===== src/design/cpm_pkg.sv =====
`timescale 1ns / 1ps

package cpm_pkg;

   localparam int CSR_INDEX_BITS = 2;
   localparam int CSR_DATA_BITS  = 64;
   localparam int LENGTH_BITS    = 5;
   localparam int CHAR_BITS      = 8;
   localparam int START_BITS     = 16;
   localparam int CHARS_BITS     = 128;

   typedef logic [CHAR_BITS-1:0] char_type;

   typedef enum logic [CSR_INDEX_BITS-1:0] {
      REG_PATTERN_LENGTH = 2'd0,
      REG_CHARS_LOW      = 2'd1,
      REG_CHARS_HIGH     = 2'd2
   } csr_index_type;

   localparam char_type CHAR_DIGIT = 8'h44;  // 'D'
   localparam char_type CHAR_ALPHA = 8'h41;  // 'A'
   localparam char_type CHAR_ANY   = 8'h3F;  // '?'
   localparam char_type CASE_DELTA = 8'h20;

   function automatic logic is_digit(input char_type c);
      is_digit = c inside {[8'h30:8'h39]};
   endfunction

   function automatic logic is_upper(input char_type c);
      is_upper = c inside {[8'h41:8'h5A]};
   endfunction

   function automatic logic is_lower(input char_type c);
      is_lower = c inside {[8'h61:8'h7A]};
   endfunction

   function automatic logic is_punct(input char_type c);
      is_punct = (c inside {[8'h21:8'h7E]}) && !is_digit(c) && !is_upper(c) && !is_lower(c);
   endfunction

   function automatic logic class_match(input char_type p, input char_type c);
      char_type folded;
      folded = is_upper(c) ? c + CASE_DELTA : c;
      if (p == CHAR_DIGIT) begin
         class_match = is_digit(c);
      end else if (p == CHAR_ALPHA) begin
         class_match = is_upper(c) || is_lower(c);
      end else if (p == CHAR_ANY) begin
         class_match = 1'b1;
      end else if (is_punct(p)) begin
         class_match = (p == c);
      end else if (is_lower(p)) begin
         class_match = (p == folded);
      end else begin
         class_match = 1'b0;
      end
   endfunction

endpackage


===== src/design/cpm_if.sv =====
`timescale 1ns / 1ps

interface cpm_req_if import cpm_pkg::*; ();
   logic     valid;
   logic     ready;
   char_type text_char;
   logic     end_of_text;

   modport source (output valid, output text_char, output end_of_text, input ready);
   modport sink (input valid, input text_char, input end_of_text, output ready);
endinterface

interface cpm_rsp_if import cpm_pkg::*; ();
   logic                  valid;
   logic                  ready;
   logic                  match_found;
   logic [START_BITS-1:0] match_start;

   modport source (output valid, output match_found, output match_start, input ready);
   modport sink (input valid, input match_found, input match_start, output ready);
endinterface

interface cpm_csr_if import cpm_pkg::*; ();
   logic                      valid;
   logic                      ready;
   logic [CSR_INDEX_BITS-1:0] index;
   logic [CSR_DATA_BITS-1:0]  data;

   modport source (output valid, output index, output data, input ready);
   modport sink (input valid, input index, input data, output ready);
endinterface


===== src/design/cpm_match_mask.sv =====
`timescale 1ns / 1ps

module cpm_match_mask
   import cpm_pkg::*;
#(
   parameter int PATTERN_MAX = 16
) (
   input  logic [CHARS_BITS-1:0]  pattern_chars,
   input  logic [LENGTH_BITS-1:0] pattern_length,
   input  char_type               text_char,
   output logic [PATTERN_MAX-1:0] mask
);

   // one class compare per pattern slot, slots past the length stay clear
   always_comb begin
      for (int k = 0; k < PATTERN_MAX; k++) begin
         mask[k] = (LENGTH_BITS'(k) < pattern_length) &&
                   class_match(pattern_chars[k*CHAR_BITS +: CHAR_BITS], text_char);
      end
   end

endmodule


===== src/design/char_class_pattern_matcher_top.sv =====
`timescale 1ns / 1ps

// Character-class pattern matcher.
// req_ch carries one text byte per item with an end_of_text flag; rsp_ch
// returns exactly one item per byte: match_found and match_start, the text
// position of the first byte of a window that matches the pattern and ends
// at this byte (0 when nothing matches). Overlapping windows are all found.
// csr_ch writes pattern_length (index 0) and the two 64-bit pattern
// character words (indexes 1 and 2); it is always ready and writes take
// effect for the next byte. Write it only while no item is in flight.
// The result is registered: valid in the cycle after its byte is accepted.
// Throughput: one byte per cycle while the receiver takes each result, set
// by the single shift-and update of the partial-match vector and position
// counter between the input handshake and the result register.
// When the receiver stalls, the result holds in its register and req_ch
// still takes a byte in any cycle where that register is being emptied.
// Reset clears the pattern, the partial-match vector, the position counter
// and the result valid. After a byte flagged end_of_text, the partial-match
// vector and position return to zero.

module char_class_pattern_matcher_top
   import cpm_pkg::*;
#(
   parameter int PATTERN_MAX   = 16,
   parameter int POSITION_BITS = 16
) (
   input logic       clock,
   input logic       reset,
   cpm_req_if.sink   req_ch,
   cpm_rsp_if.source rsp_ch,
   cpm_csr_if.sink   csr_ch
);

   localparam int SUB_BITS = (POSITION_BITS > START_BITS) ? POSITION_BITS : START_BITS;

   logic [LENGTH_BITS-1:0]   length_ff, length_in;
   logic [CSR_DATA_BITS-1:0] chars_low_ff, chars_low_in;
   logic [CSR_DATA_BITS-1:0] chars_high_ff, chars_high_in;
   logic [PATTERN_MAX-1:0]   partial_ff, partial_in;
   logic [POSITION_BITS-1:0] position_ff, position_in;
   logic                     rsp_valid_ff, rsp_valid_in;
   logic                     found_ff, found_in;
   logic [START_BITS-1:0]    start_ff, start_in;

   logic [LENGTH_BITS-1:0] length_eff;
   logic [PATTERN_MAX-1:0] mask;
   logic [PATTERN_MAX-1:0] partial_next;
   logic                   found;
   logic [SUB_BITS-1:0]    start_full;
   logic                   accept;

   assign csr_ch.ready = 1'b1;

   always_comb begin
      length_in     = length_ff;
      chars_low_in  = chars_low_ff;
      chars_high_in = chars_high_ff;
      if (csr_ch.valid) begin
         case (csr_ch.index)
            REG_PATTERN_LENGTH: length_in     = csr_ch.data[LENGTH_BITS-1:0];
            REG_CHARS_LOW:      chars_low_in  = csr_ch.data;
            REG_CHARS_HIGH:     chars_high_in = csr_ch.data;
            default: ;  // drop writes beyond the register list
         endcase
      end
   end

   assign length_eff = (length_ff > LENGTH_BITS'(PATTERN_MAX)) ?
                       LENGTH_BITS'(PATTERN_MAX) : length_ff;

   cpm_match_mask #(
      .PATTERN_MAX (PATTERN_MAX)
   ) u_mask (
      .pattern_chars  ({chars_high_ff, chars_low_ff}),
      .pattern_length (length_eff),
      .text_char      (req_ch.text_char),
      .mask           (mask)
   );

   assign partial_next = PATTERN_MAX'({partial_ff, 1'b1}) & mask;

   always_comb begin
      found = 1'b0;
      for (int k = 0; k < PATTERN_MAX; k++) begin
         found = found | (partial_next[k] & (length_eff == LENGTH_BITS'(k + 1)));
      end
   end

   assign start_full = SUB_BITS'(position_ff) - SUB_BITS'(length_eff - LENGTH_BITS'(1));

   assign accept       = req_ch.valid && req_ch.ready;
   assign req_ch.ready = !rsp_valid_ff || rsp_ch.ready;

   always_comb begin
      partial_in   = partial_ff;
      position_in  = position_ff;
      found_in     = found_ff;
      start_in     = start_ff;
      rsp_valid_in = rsp_valid_ff && !rsp_ch.ready;
      if (accept) begin
         rsp_valid_in = 1'b1;
         found_in     = found;
         start_in     = found ? start_full[START_BITS-1:0] : '0;
         if (req_ch.end_of_text) begin
            partial_in  = '0;
            position_in = '0;
         end else begin
            partial_in = partial_next;
            // saturate the position at its maximum
            if (position_ff != {POSITION_BITS{1'b1}}) begin
               position_in = position_ff + POSITION_BITS'(1);
            end
         end
      end
   end

   always_ff @(posedge clock) begin
      if (reset) begin
         length_ff     <= '0;
         chars_low_ff  <= '0;
         chars_high_ff <= '0;
         partial_ff    <= '0;
         position_ff   <= '0;
         rsp_valid_ff  <= 1'b0;
      end else begin
         length_ff     <= length_in;
         chars_low_ff  <= chars_low_in;
         chars_high_ff <= chars_high_in;
         partial_ff    <= partial_in;
         position_ff   <= position_in;
         rsp_valid_ff  <= rsp_valid_in;
      end
      found_ff <= found_in;
      start_ff <= start_in;
   end

   assign rsp_ch.valid       = rsp_valid_ff;
   assign rsp_ch.match_found = found_ff;
   assign rsp_ch.match_start = start_ff;

endmodule


===== src/flat_wrapper.sv =====
// flat-port wrapper written by rule: the top's interface ports become plain ports
module char_class_pattern_matcher_top_flat import cpm_pkg::*;
#(
   parameter int PATTERN_MAX   = 16,
   parameter int POSITION_BITS = 16
)
  (clock, reset, req_ch_valid, req_ch_text_char, req_ch_end_of_text, req_ch_ready, rsp_ch_valid, rsp_ch_match_found, rsp_ch_match_start, rsp_ch_ready, csr_ch_valid, csr_ch_index, csr_ch_data, csr_ch_ready);
  cpm_req_if req_ch_i ();
  cpm_rsp_if rsp_ch_i ();
  cpm_csr_if csr_ch_i ();
  input logic clock;
  input logic reset;
  input wire logic [$bits(req_ch_i.valid)-1:0] req_ch_valid;
  input wire logic [$bits(req_ch_i.text_char)-1:0] req_ch_text_char;
  input wire logic [$bits(req_ch_i.end_of_text)-1:0] req_ch_end_of_text;
  output wire logic [$bits(req_ch_i.ready)-1:0] req_ch_ready;
  output wire logic [$bits(rsp_ch_i.valid)-1:0] rsp_ch_valid;
  output wire logic [$bits(rsp_ch_i.match_found)-1:0] rsp_ch_match_found;
  output wire logic [$bits(rsp_ch_i.match_start)-1:0] rsp_ch_match_start;
  input wire logic [$bits(rsp_ch_i.ready)-1:0] rsp_ch_ready;
  input wire logic [$bits(csr_ch_i.valid)-1:0] csr_ch_valid;
  input wire logic [$bits(csr_ch_i.index)-1:0] csr_ch_index;
  input wire logic [$bits(csr_ch_i.data)-1:0] csr_ch_data;
  output wire logic [$bits(csr_ch_i.ready)-1:0] csr_ch_ready;
  assign req_ch_i.valid = req_ch_valid;
  assign req_ch_i.text_char = req_ch_text_char;
  assign req_ch_i.end_of_text = req_ch_end_of_text;
  assign req_ch_ready = req_ch_i.ready;
  assign rsp_ch_valid = rsp_ch_i.valid;
  assign rsp_ch_match_found = rsp_ch_i.match_found;
  assign rsp_ch_match_start = rsp_ch_i.match_start;
  assign rsp_ch_i.ready = rsp_ch_ready;
  assign csr_ch_i.valid = csr_ch_valid;
  assign csr_ch_i.index = csr_ch_index;
  assign csr_ch_i.data = csr_ch_data;
  assign csr_ch_ready = csr_ch_i.ready;
  char_class_pattern_matcher_top #(.PATTERN_MAX(PATTERN_MAX), .POSITION_BITS(POSITION_BITS)) u_core (.clock(clock), .reset(reset), .req_ch(req_ch_i), .rsp_ch(rsp_ch_i), .csr_ch(csr_ch_i));
endmodule

===== config.mk =====
export PLATFORM = sky130hd
export DESIGN_NAME = char_class_pattern_matcher_top_flat
export DESIGN_NICKNAME = d
export VERILOG_FILES = /design/src/design/cpm_pkg.sv /design/src/design/cpm_if.sv /design/src/design/cpm_match_mask.sv /design/src/design/char_class_pattern_matcher_top.sv /design/src/flat_wrapper.sv
export SDC_FILE = /design/constraint.sdc
export NUM_CORES = 1
export LEC_CHECK = 0
export BUFFER_PORTS_ARGS = -buffer_cell sky130_fd_sc_hd__buf_2
export CAP_MARGIN = 20
export CORE_UTILIZATION = 66
export DETAILED_ROUTE_END_ITERATION = 10
export HOLD_SLACK_MARGIN = 0.12
export PLACE_DENSITY = 0.84
export SLEW_MARGIN = 40
export SYNTH_ARGS = -nofsm -noshare
export SYNTH_HDL_FRONTEND = slang
export SYNTH_SLANG_ARGS = --single-unit

===== constraint.sdc =====
create_clock -name clock -period 10.3 [get_ports clock]
set_input_delay 2.06 -clock clock [delete_from_list [all_inputs] [get_ports clock]]
set_output_delay 2.06 -clock clock [all_outputs]
set_load 0.01 [all_outputs]

==> impl_metrics.json <==
{
  "via_count": 13200,
  "slowest_stage": "buf_2",
  "synth.ff_latch_count": 182,
  "finalCritPeriodShare_pct": 60.1,
  "grt_use_met1_pct": 51.7,
  "cts_tree": "yes",
  "met3_usage_pct": 5.62,
  "cts_made_buffers": 17,
  "syn2layout_area_growth_pct": 6.60,
  "status": "complete, no violations",
  "cp_top_family": "compound AO/OA/AOI/OAI gates",
  "root_buffer": "clkbuf_16",
  "critPathBufInv": 3,
  "die_y_um": 143,
  "syn_inst": 1772,
  "grt_use_met2_pct": 61.3,
  "ys_async_sr_fraction_pct": 0,
  "grt_max_degree": 98,
  "drive_gt1_share_pct": 10.4,
  "place_area_sq_um": 13300,
  "setup_violations": 0,
  "crit_fanout": 31,
  "crit_chain": "buf_2, inv_1, ha_1, nor3b_1, o31a_1, o211ai_4, xnor2_1, o2bb2ai_1, a221o_1, a32oi_1, o2111ai_1, nor4_4, buf_4, nor3_1",
  "cts_resized": 0,
  "clock_sinks": 182,
  "seq_power_share_pct": 45.8,
  "clkPwrFrac_pct": 39.7,
  "drc": 0,
  "hold_class": "flop to flop",
  "dieArea_sq_um": 20300,
  "clock_path_buffers": 2,
  "p_leak_nw": 4.91,
  "drv_slew": 0,
  "setup_tns_ns": 0,
  "syn-num-nets": 1876,
  "cellPowerDensity_nw_per_um2": 122,
  "cts_hold_buffers": 0,
  "synth_enable_flop_cells": 17,
  "clkLatencyLatePin_ns": 0.45,
  "ys.flop_type": "dfxtp_1",
  "gr-max-usage-layer": "met2",
  "synth.cell_area_sq_um": 13000,
  "grt-ovfl-total": 0,
  "wl_per_cell_um": 19.1,
  "wl_um": 38600,
  "rows": 51,
  "fin_nets": 1845,
  "core-area_sq_um": 19400,
  "synth_cell_types": 92,
  "maxCapViolCount": 0,
  "clk_pin_slew_ns": 0.08,
  "syn-mean-instance-area_sq_um": 7.36,
  "switching_power_uw": 515,
  "tightest_slew_ns": 0.944,
  "start_util_pct": 67.2,
  "post-dp-hpwl_um": 26700,
  "critPathLaunchType": "input pin",
  "grt_pass1_wl_um": 61500,
  "cts_max_level": 4,
  "grt_antenna_before_repair": 0,
  "grt_usage_pct": 38.4,
  "finalPower_mw": 1.69,
  "drt_iter0_drc": 1497,
  "ys_seq_area_share_pct": 29.3,
  "port_buffers": 98,
  "fillers": 1636,
  "die_x_um": 143,
  "crit_required_ns": 10.50,
  "n_antenna_cell": 0,
  "io_pins": 100,
  "critPathKind": "input pin to flop",
  "worstPathArrival_ns": 6.38,
  "finalCriticalPeriod_ns": 6.19,
  "ir_drop_mv": 0.106,
  "dp_slack_ns": 3.78,
  "synth_warnings": 0,
  "fin_skew_ns": 0.0120,
  "slowest_delay_ns": 0.63,
  "grt_setup_unrepaired": "false",
  "relSlewSlack_pct": 36.6,
  "globalplace.congestion": 1.02,
  "post_cts.repair.setup_buffers": 0,
  "end_kind": "flop",
  "multi_input_area_sq_um": 8450,
  "p_int_mw": 1.18,
  "power_frac_comb_pct": 14.5,
  "vias_per_cell": 6.54,
  "final-seq-area_sq_um": 3810,
  "timing.hold.ws_ns": 0.467,
  "ant_nets": 0,
  "design_area_sq_um": 13900,
  "drt_first_pass_iters": 6,
  "hold_viol_final": 0,
  "p_sw_share_pct": 30.4,
  "clock.fmax_mhz": 162,
  "fin_ws_ns": 4.11,
  "grt_pass1_vias": 11749
}
[layout by cell type, fill, tap and decap left out, drive strengths merged, types with 12 or more instances in the layout]
cell / n
a21oi: 192
a31oi: 12
and3: 14
buf: 109
clkbuf: 19
dfxtp: 165
edfxtp: 17
ha: 23
inv: 44
mux2i: 16
nand2: 334
nand2b: 25
nand3: 42
nand3b: 12
nand4: 34
nor2: 114
nor2b: 21
nor3: 47
nor4: 31
o21ai: 47
or3: 26
or4: 12
xnor2: 77
xor2: 70
[flip-flops by register name, summed over array words and instances, names as in the netlist]
| register | flops |
|---|---|
| u_core.rsp_ch.match_start | 16 |
| u_core.rsp_ch.match_found | 1 |
| u_core.partial_ff | 15 |
| u_core.position_ff | 16 |
| u_core.rsp_ch.valid | 1 |
| u_core.chars_low_ff | 64 |
| u_core.length_ff | 5 |
| u_core.chars_high_ff | 64 |
[cell type report]
| class | instances | share of cell area (%) |
|---|---|---|
| Clock buffer | 19 | 3.19 |
| Clock inverter | 13 | 1.01 |
| Timing Repair Buffer | 109 | 4.17 |
| Sequential cell | 182 | 27.4 |
| Multi-Input combinational cell | 1394 | 60.8 |
| Tap cell | 265 | 2.39 |
| Inverter | 37 | 1.00 |
[cell usage after synthesis, types with 13 or more instances]
master | instances | area (sq um)
nor3_1 | 47 | 235
a21oi_1 | 192 | 961
or3_1 | 26 | 163
xnor2_1 | 77 | 674
buf_2 | 18 | 90.1
inv_1 | 37 | 139
ha_1 | 23 | 288
edfxtp_1 | 17 | 510
xor2_1 | 70 | 613
nor2_1 | 114 | 428
nand3_1 | 42 | 210
nand2_1 | 333 | 1250
dfxtp_1 | 165 | 3300
nor4_1 | 29 | 181
mux2i_1 | 16 | 160
and3_1 | 13 | 81.3
nor2b_1 | 21 | 131
clkbuf_1 | 123 | 462
o21ai_0 | 45 | 225
nand4_1 | 34 | 213
nand2b_1 | 25 | 156
[final timing paths]
check,slack (ns),from,depth (start not counted),to
worst min register to register,0.47,u_core.partial_ff[9],2,u_core.partial_ff[9]
worst max register to register,5.90,u_core.length_ff[4],11,u_core.rsp_ch.match_start[15]
worst min-delay path,0.47,u_core.partial_ff[9],2,u_core.partial_ff[9]
worst max-delay path,4.11,req_ch_text_char[5],14,u_core.rsp_ch.match_start[13]
[power groups by stage]
stage | registers (mW) | logic [mW] | clock network [mW]
3_3_place_gp | 0.789 | 0.234 | 0
6_report | 0.776 | 0.246 | 0.673
4_1_cts | 0.773 | 0.242 | 0.674
5_1_grt | 0.779 | 0.269 | 0.700
3_5_place_dp | 0.790 | 0.240 | 0
2_1_floorplan | 0.763 | 0.195 | 0
[cells by family after synthesis]
logic type / Yosys count / share of synthesized area, %
xor gates and xnor gates: 147 / 9.88
muxes: 16 / 1.23
and+or+nand+nor: 784 / 29.8
DFF: 182 / 29.3
AOI/OAI and AO/OA: 422 / 21.3
adders and majority gates: 24 / 2.36
other: 1 / 0.0288
buffers and inverters: 196 / 6.16
[routing by layer]
layer / wire [um] / part of all wire [%]
met1: 16700 / 43
met2: 17400 / 45
met3: 3180 / 8.2
met4: 1330 / 3.4
met5: 0 / 0
[through the flow]
stage	util, %	cells
final	71.6	2019
after global placement	68.5	1986
after detailed placement	68.6	1987
after global routing	71.6	2019
after floorplan	-	1772
after CTS	71.6	2019
[worst register-to-register path, cell delays in order, from the launching register on]
cell	delay, ns
dfxtp_1	0.57
nor3_1	0.89
nand2_1	0.61
ha_1	0.54
a21oi_1	0.21
a211oi_1	0.10
o31ai_1	0.50
o21ai_0	0.25
o21a_1	0.22
nor2_1	0.11
xnor2_1	0.12
nor2_1	0.05
Power figures use the tool's default switching activity.
